[src/facl_pkg.sv]
// Shared constants for the fully associative FIFO cache lookup.
package facl_pkg;

  // Input address beat width, fixed by the interface.
  localparam int unsigned AddrInW = 32;

  // Width of the hit and miss counters.
  localparam int unsigned CountW = 32;

  localparam logic [CountW-1:0] CountMax = {CountW{1'b1}};

endpackage

[src/fully_associative_fifo_cache_lookup.sv]
// Top level: fully associative tag lookup with FIFO replacement and hit/miss counters.
//
// Usage:
//   Input channel (in_valid_i / in_ready_o) carries one address per beat; the
//   low ADDR_WIDTH bits (zero-extended if wider) form the tag.
//   Output channel (out_valid_o / out_ready_i) carries one result beat per
//   input beat: hit flag plus running hit and miss counts, including this access.
//   Tags live in a chain of ENTRIES cells. All cells compare in parallel; on a
//   miss the whole chain shifts by one, the new tag enters cell 0 and the
//   oldest tag drops off the far end, which is FIFO replacement.
//   The result beat comes from a result register loaded when the input beat is taken.
//   Throughput: 1 beat per cycle while out_ready_i is high; the single
//   compare-and-shift step over the cell chain and the counter update act together.
//   Stall: the result register holds while out_ready_i is low; a new input beat
//   is taken in the same cycle the held result is taken, else in_ready_o is low.
//   Reset: all valid bits, both counters and the result valid clear at once;
//   the block takes a beat in the first cycle after reset.
//   Counters saturate at all ones.
module fully_associative_fifo_cache_lookup #(
  parameter int unsigned ENTRIES    = 32,
  parameter int unsigned ADDR_WIDTH = 32
) (
  input  logic                             clk_i,
  input  logic                             rst_ni,
  input  logic                             in_valid_i,
  output logic                             in_ready_o,
  input  logic [facl_pkg::AddrInW-1:0]     address_i,
  output logic                             out_valid_o,
  input  logic                             out_ready_i,
  output logic                             hit_o,
  output logic [facl_pkg::CountW-1:0]      hit_count_o,
  output logic [facl_pkg::CountW-1:0]      miss_count_o
);

  localparam int unsigned TagW = ADDR_WIDTH;

  logic [TagW-1:0]  lookup_tag;
  logic [TagW-1:0]  chain_tag   [ENTRIES+1];
  logic             chain_valid [ENTRIES+1];
  logic [ENTRIES-1:0] match_vec;
  logic [ENTRIES-1:0] valid_vec;
  logic             in_accept;
  logic             lookup_hit;
  logic             shift_en;

  logic                         out_valid_q;
  logic                         hit_q;
  logic [facl_pkg::CountW-1:0]  hit_cnt_q, hit_cnt_d;
  logic [facl_pkg::CountW-1:0]  miss_cnt_q, miss_cnt_d;

  if (TagW > facl_pkg::AddrInW) begin : g_tag_ext
    assign lookup_tag = {{(TagW - facl_pkg::AddrInW){1'b0}}, address_i};
  end else if (TagW == facl_pkg::AddrInW) begin : g_tag_eq
    assign lookup_tag = address_i;
  end else begin : g_tag_trunc
    assign lookup_tag = address_i[TagW-1:0];
  end

  assign in_ready_o = !out_valid_q || out_ready_i;
  assign in_accept  = in_valid_i && in_ready_o;
  assign lookup_hit = |match_vec;
  assign shift_en   = in_accept && !lookup_hit;

  // Head of the chain: the new tag on a miss.
  assign chain_tag[0]   = lookup_tag;
  assign chain_valid[0] = 1'b1;

  for (genvar i = 0; i < ENTRIES; i++) begin : g_cell
    facl_cell #(
      .TagW (TagW)
    ) u_cell (
      .clk_i        (clk_i),
      .rst_ni       (rst_ni),
      .shift_i      (shift_en),
      .tag_i        (chain_tag[i]),
      .valid_i      (chain_valid[i]),
      .lookup_tag_i (lookup_tag),
      .tag_o        (chain_tag[i+1]),
      .valid_o      (chain_valid[i+1]),
      .match_o      (match_vec[i])
    );
    assign valid_vec[i] = chain_valid[i+1];
  end

  always_comb begin
    hit_cnt_d  = hit_cnt_q;
    miss_cnt_d = miss_cnt_q;
    if (in_accept) begin
      if (lookup_hit) begin
        if (hit_cnt_q != facl_pkg::CountMax) begin
          hit_cnt_d = hit_cnt_q + facl_pkg::CountW'(1);
        end
      end else begin
        if (miss_cnt_q != facl_pkg::CountMax) begin
          miss_cnt_d = miss_cnt_q + facl_pkg::CountW'(1);
        end
      end
    end
  end

  always_ff @(posedge clk_i or negedge rst_ni) begin
    if (!rst_ni) begin
      out_valid_q <= 1'b0;
      hit_cnt_q   <= '0;
      miss_cnt_q  <= '0;
    end else begin
      hit_cnt_q  <= hit_cnt_d;
      miss_cnt_q <= miss_cnt_d;
      if (in_accept) begin
        out_valid_q <= 1'b1;
      end else if (out_ready_i) begin
        out_valid_q <= 1'b0;
      end
    end
  end

  always_ff @(posedge clk_i) begin
    if (in_accept) begin
      hit_q <= lookup_hit;
    end
  end

  assign out_valid_o  = out_valid_q;
  assign hit_o        = hit_q;
  assign hit_count_o  = hit_cnt_q;
  assign miss_count_o = miss_cnt_q;

  // A miss never inserts a duplicate, so at most one cell matches.
  a_single_match: assert property (@(posedge clk_i) disable iff (!rst_ni)
    $onehot0(match_vec))
    else $error("more than one cell matched the lookup tag");

  // Valid cells always fill from the head of the chain without gaps.
  a_valid_thermo: assert property (@(posedge clk_i) disable iff (!rst_ni)
    ((valid_vec + ENTRIES'(1)) & valid_vec) == '0)
    else $error("valid bits not contiguous from the chain head");

  // After a miss the head cell holds the missed tag.
  a_miss_insert: assert property (@(posedge clk_i) disable iff (!rst_ni)
    shift_en |=> (valid_vec[0] && chain_tag[1] == $past(lookup_tag)))
    else $error("missed tag not inserted at chain head");

  // A hit below saturation bumps the hit count by one and leaves misses alone.
  a_hit_count: assert property (@(posedge clk_i) disable iff (!rst_ni)
    (in_accept && lookup_hit && hit_cnt_q != facl_pkg::CountMax) |=>
      (hit_cnt_q == $past(hit_cnt_q) + facl_pkg::CountW'(1) &&
       miss_cnt_q == $past(miss_cnt_q)))
    else $error("hit counter update wrong");

endmodule

[src/facl_cell.sv]
// One tag cell of the lookup chain: holds a tag and valid bit, compares, shifts.
module facl_cell #(
  parameter int unsigned TagW = 32
) (
  input  logic            clk_i,
  input  logic            rst_ni,
  input  logic            shift_i,
  input  logic [TagW-1:0] tag_i,
  input  logic            valid_i,
  input  logic [TagW-1:0] lookup_tag_i,
  output logic [TagW-1:0] tag_o,
  output logic            valid_o,
  output logic            match_o
);

  logic [TagW-1:0] tag_q;
  logic            valid_q;

  always_ff @(posedge clk_i or negedge rst_ni) begin
    if (!rst_ni) begin
      valid_q <= 1'b0;
    end else if (shift_i) begin
      valid_q <= valid_i;
    end
  end

  // Tag carries no reset; it is only looked at when valid.
  always_ff @(posedge clk_i) begin
    if (shift_i) begin
      tag_q <= tag_i;
    end
  end

  assign match_o = valid_q && (tag_q == lookup_tag_i);
  assign tag_o   = tag_q;
  assign valid_o = valid_q;

endmodule

[config.mk]
export PLATFORM = sky130hd
export DESIGN_NAME = fully_associative_fifo_cache_lookup
export DESIGN_NICKNAME = d
export VERILOG_FILES = /design/src/facl_pkg.sv /design/src/fully_associative_fifo_cache_lookup.sv /design/src/facl_cell.sv
export SDC_FILE = /design/constraint.sdc
export NUM_CORES = 2
export LEC_CHECK = 0
export BUFFER_PORTS_ARGS = -buffer_cell sky130_fd_sc_hd__buf_2
export CORE_MARGIN = 2
export CORE_UTILIZATION = 56
export DETAILED_ROUTE_END_ITERATION = 12
export GPL_TIMING_DRIVEN = 0
export HOLD_SLACK_MARGIN = 0.08
export PLACE_DENSITY = 0.75
export SLEW_MARGIN = 20
export SYNTH_ARGS = -nofsm -noshare
export SYNTH_HDL_FRONTEND = slang
export SYNTH_HIERARCHICAL = 1
export SYNTH_SLANG_ARGS = --single-unit
[constraint.sdc]
create_clock -name clk_i -period 34.1 [get_ports clk_i]
set_clock_uncertainty 0.15 [all_clocks]
set_input_delay 6.82 -clock clk_i [delete_from_list [all_inputs] [get_ports clk_i]]
set_output_delay 6.82 -clock clk_i [all_outputs]
set_load 0.05 [all_outputs]
Word-level counts from Yosys, hierarchy flattened:

Index checks and enable logic that the tools add are counted.

* div/mod/pow operators: 0
* $lt $le $gt $ge: 0
* multipliers: 0
* bitwise operators: 1
* multiplexer cells: 2
* add/subtract/negate cells: 2
* reductions and logical operators: 41
* shifts and indexed selects: 0
* equality and inequality tests: 34

Operators by type and width (count)
* $eq 32x32->1: 32
* $add 32x1->32 const B: 2
* $ne 32x32->1 const B: 2
* $logic_and 1x1->1: 34
* $reduce_or 32->1: 1
* $reduce_and 3->1: 2
* $logic_not 1->1: 2
* $mux 1: 2
* $reduce_bool 2->1: 1
* $logic_or 1x1->1: 1
* $not 1->1: 1

* bits in writable memories: 0
* input bits: 36
* memories kept: 0
* flip-flop bits (word level): 1122
* word-level logic and storage cells: 148
* ROM bits: 0
* bits in latches: 0
* output and inout port bits: 67

Logic depth before layout (Yosys ltp):

* depth in word-level cells: 5
* mapped depth: 10
* gate-level depth less buffers: 9

Modules after synthesis:

Netlist, hierarchy kept.

By module, submodules not included
* facl_cell: area an instance 1352.5 sq um, instances 32, sequential area each 985.9 sq um, cells each 78
* fully_associative_fifo_cache_lookup: area an instance 3509.6 sq um, instances 1, sequential area each 1656.6 sq um, cells each 336

Worst setup path after synthesis:

No wires, ideal clock.

* path kind: input to register
* start: in address_i[19] in the netlist's numbering
* end: reg g_cell[0].u_cell.valid_q
* cell stages on the path: 9
* arrival: 40.041 ns
* setup slack: -6.281 ns
* path buffers: 1
* library setup time: 0.190 ns
* data required time: 33.760 ns
* cells stage by stage: xor2_1 -> nor4_1 -> nand4_1 -> nor3_2 -> nor4_1 -> nand4_1 -> nor3_2 -> clkbuf_1 -> mux2_2

* word-level cells in the longest chain between the ends: 5
* elaborated cells on any way between the ends: 67
* classes of those cells: 32 x eq/ne; 35 x reduce/logical

Ends and longest elaborated chain
* start: declaration: RTL line fully_associative_fifo_cache_lookup.sv:27 `input logic [facl_pkg::AddrInW-1:0] address_i,`
* $eq 32x32->1: RTL line facl_cell.sv:34 `assign match_o = valid_q && (tag_q == lookup_tag_i);`
* $logic_and 1x1->1: RTL line facl_cell.sv:34
* net match_vec[26]: RTL line fully_associative_fifo_cache_lookup.sv:40 `logic [ENTRIES-1:0] match_vec;`
* $reduce_or 32->1: RTL line fully_associative_fifo_cache_lookup.sv:61 `assign lookup_hit = |match_vec;`
* $logic_not 1->1: RTL line fully_associative_fifo_cache_lookup.sv:62 `assign shift_en = in_accept && !lookup_hit;`
* $logic_and 1x1->1: RTL line fully_associative_fifo_cache_lookup.sv:62
* net shift_en: RTL line fully_associative_fifo_cache_lookup.sv:44 `logic shift_en;`
* end signal: assignment: RTL line facl_cell.sv:23 `valid_q <= valid_i;`
* end: declaration: RTL line facl_cell.sv:17 `logic valid_q;`

The timed path passes the listed nets, and every way through them passes these cells.
A chain may end at the register's enable or synchronous reset.

Final worst setup path:

* start: in out_ready_i
* end: out in_ready_o

* word-level cells in the longest chain between the ends: 1

Ends and longest elaborated chain
* start: declaration: RTL line fully_associative_fifo_cache_lookup.sv:29 `input logic out_ready_i,`
* $logic_or 1x1->1: RTL line fully_associative_fifo_cache_lookup.sv:59 `assign in_ready_o = !out_valid_q || out_ready_i;`
* end: declaration: RTL line fully_associative_fifo_cache_lookup.sv:26 `output logic in_ready_o,`

No other way between the ends.

==> key figures <==
Run status
  – Status: finished, final reports clean

STA
  – Worst-Margin Slew: 1040 ps
  – Fmax: 69.5 MHz
  – Relative slew slack: between 30% and 40%
  – Fin. max-slew vios: 0
  – Tmin final: 14,390 ps
  – TNS Setup: 0 ps
  – Tcrit/Tclk final: a little over two fifths
  – Hold Fails Final Rpt: 0
  – RSZ-0062 raised after global routing: no
  – Hold Slack: between 300 and 400 ps
  – # setup viols final: 0

Worst setup path
  – CP Data Arrival Time: 7420 ps
  – R2R Path Start: g_cell[26].u_cell/tag_o[19]
  – Data required time at the worst endpoint: 27,130 ps
  – Crit path max fanout: 4
  – Critical path startpoint category: input port
  – FF-to-FF End: g_cell[29].u_cell/tag_o[16]
  – Critical path class: in2out
  – R2r setup slk: 28,100 ps
  – Critical path capture point type: output pin
  – Reg2reg path depth: 14

Placement
  – IO Port Bufs: between 100 and 150
  – Dpl cells: 4,029
  – Hpwl dp: 52,500 µm
  – Gpl congestion: a little over 0.8
  – Placement Cell Area: 49,100 µm²

Yosys
  – Sequential area share after synthesis: 71.0%
  – Dominant synthesized flop cell: edfxtp_1
  – Post-synth ARST share: under 10%
  – Post-Syn Nets: 2,870
  – Mapped Cells: 2,832
  – Number of synthesized flops with an enable pin: 1,025
  – Register bit total from synthesis: ~1.1k
  – Synth warnings: 6
  – Synth Area per Inst: about 17 µm²
  – Synthesized area: roughly 47,000 µm²
  – Netlist cell types: between 40 and 50

CTS
  – Sink Count: 1,122
  – Total setup buffers inserted after CTS: 0
  – Post-CTS resize count: 0
  – Hold_buf cts: 0
  – H-Tree Depth: 3
  – CTS tree: yes
  – Clock transition at path regs: approximately 60 ps
  – Clk buf depth: 3
  – Clock Latency Late Sink: 670 ps
  – Root Buffer: clkbuf_16
  – Total CTS buffers: 110

Route
  – Post-route ant nets: 0
  – WL final: 77,000 µm
  – Vias per cell: 5.42
  – DR vias: 23.0k
  – Iteration count of the initial detailed-routing pass: 5
  – Wire per inst: ~18 µm
  – # DRC: 0
  – DR iter-0 viols: 1,412

GRT
  – Grt total ovfl: 0
  – GRT Max-Usage Layer: met2
  – Number of global-route vias before repair: 23.9k
  – First-pass GRT wire length: approximately 120,000 µm
  – Largest net degree at the start of global routing: 104
  – M1 GR Usage: between 20 and 25%
  – Routing usage on met3: 2.58%
  – Total GRT Usage: between 10% and 20%
  – Initial antenna violation count: 2
  – M2 GR Usage: 32.7%

Min path
  – Worst Hold End: g_cell[14].u_cell/tag_o[14]
  – Worst Hold Class: reg2reg
  – Worst hold stages: 0
  – HP Start: g_cell[13].u_cell/tag_o[14]

Floorplan
  – Die area: 85,900 µm²
  – Die Wd: roughly 300 µm
  – I/O pin cnt: between 100 and 150
  – DIE HEIGHT: 293 µm
  – Initial core utilization: 56.3%
  – Row count: 106
  – Core area: ~83,000 µm²

Layout
  – Layout cells sized above 1: 11.7%
  – Fin area: about 53,000 µm²
  – Util after Layout: 63.2%
  – # fillers: around 5.9k
  – Final cell count without fillers: 4,237
  – Nets: 3,099
  – Area grow syn2layout: 12.4%

Power
  – PwrDens: 57.6 nW/µm²
  – Pleak: 0.0188 µW
  – Peak VDD IR: 0.0554 mV

Flow run
  – Maxcap violations: 0
[cells in the final DEF (no fill, tap or decap), types with 19 or more instances in the layout]
cell,count
buf_2,107
clkbuf_1,31
clkbuf_16,111
clkinv_2,19
dfrtp_1,97
edfxtp_1,1025
mux2_2,33
nand2_1,24
nand3_1,96
nand4_1,61
nor3_1,46
nor3_2,34
nor4_1,243
xnor2_1,65
xor2_1,1021
[final cells by class]
cell class	count	area [µm²]	area share, %
inverter	9	33.8	0.0642
tap	1080	1350	2.57
clock buffer	153	3060	5.81
clock inverter	53	448	0.852
timing repair buffer	117	930	1.77
antenna	2	5.00	0.00952
multi-input combinational	1691	13500	25.7
buffer	10	66.3	0.126
sequential	1122	33200	63.1
[metrics by stage]
step | power (µW) | worst slack [ps]
2_1_floorplan | 1870 | 10910
3_3_place_gp | 1940 | 5390
3_5_place_dp | 1900 | 19720
4_1_cts | 3060 | 19720
5_1_grt | 3140 | 19610
6_report | 3030 | 19710
[where the power goes]
group | switching (µW) | internal, µW | leakage (µW)
clock network | 497 | 664 | 0.00171
registers | 53.3 | 1610 | 0.0111
logic | 130 | 79.1 | 0.00603
total | 680 | 2350 | 0.0188
[registers in the layout (all words and copies together), names as in the netlist]
signal	flops
g_cell.u_cell/tag_o	1024
g_cell.u_cell/valid_o	32
hit_count_o	32
hit_o	1
miss_count_o	32
out_valid_o	1
[cell usage after synthesis, types with 5 or more instances]
library cell     n  share of area (%)
inv_1            9              0.072
nor4_1         243                3.2
xnor2_1         65                1.2
xor2_1        1021                 19
nor3_1          46               0.49
nor3_2          34               0.73
dfrtp_1         97                5.2
and3_1          12               0.16
and4_1           8               0.15
nor4b_2          5               0.16
nand4_1         61               0.82
buf_2            6              0.064
nor2_1          12              0.096
nand3_1         96                1.0
mux2_2          33               0.79
edfxtp_1      1025                 66
nand2_1         24               0.19
[worst max-delay path by stage]
| stage | startpoint | end |
|---|---|---|
| floorplan | address_i[19] | g_cell[0].u_cell/valid_o |
| global placement | address_i[19] | g_cell[31].u_cell/valid_o |
| detailed placement | out_ready_i | in_ready_o |
| CTS | out_ready_i | in_ready_o |
| global route | out_ready_i | in_ready_o |
| finish | out_ready_i | in_ready_o |
[worst max-delay path: stages]
cell	delay, ps
buf_2	100
nor2b_1	170
inv_1	110
buf_2	220
[cell families (layout without fill, tap and decap cells)]
family	Yosys count	in the layout	share of synthesized area [%]
AO/OA/AOI/OAI	3	3	0.0535
XOR/XNOR	1086	1086	20.3
other	1	3	0.00801
adder cells (fa/ha/maj)	2	2	0.0535
buffers and inverters	19	342	0.193
AND/OR/NAND/NOR	565	565	7.58
flip-flops	1122	1122	71.0
multiplexers	34	34	0.818
[routing by layer]
| layer | up-vias | share of wire [%] | wire length, µm |
|---|---|---|---|
| met1 | 11500 | 41 | 31900 |
| met3 | 116 | 2.9 | 2260 |
| met4 | 0 | 2.1 | 1600 |
| li1 | 11000 | - | - |
| met5 | - | 0 | 0 |
| met2 | 336 | 54 | 41300 |
Power figures use the tool's default switching activity.
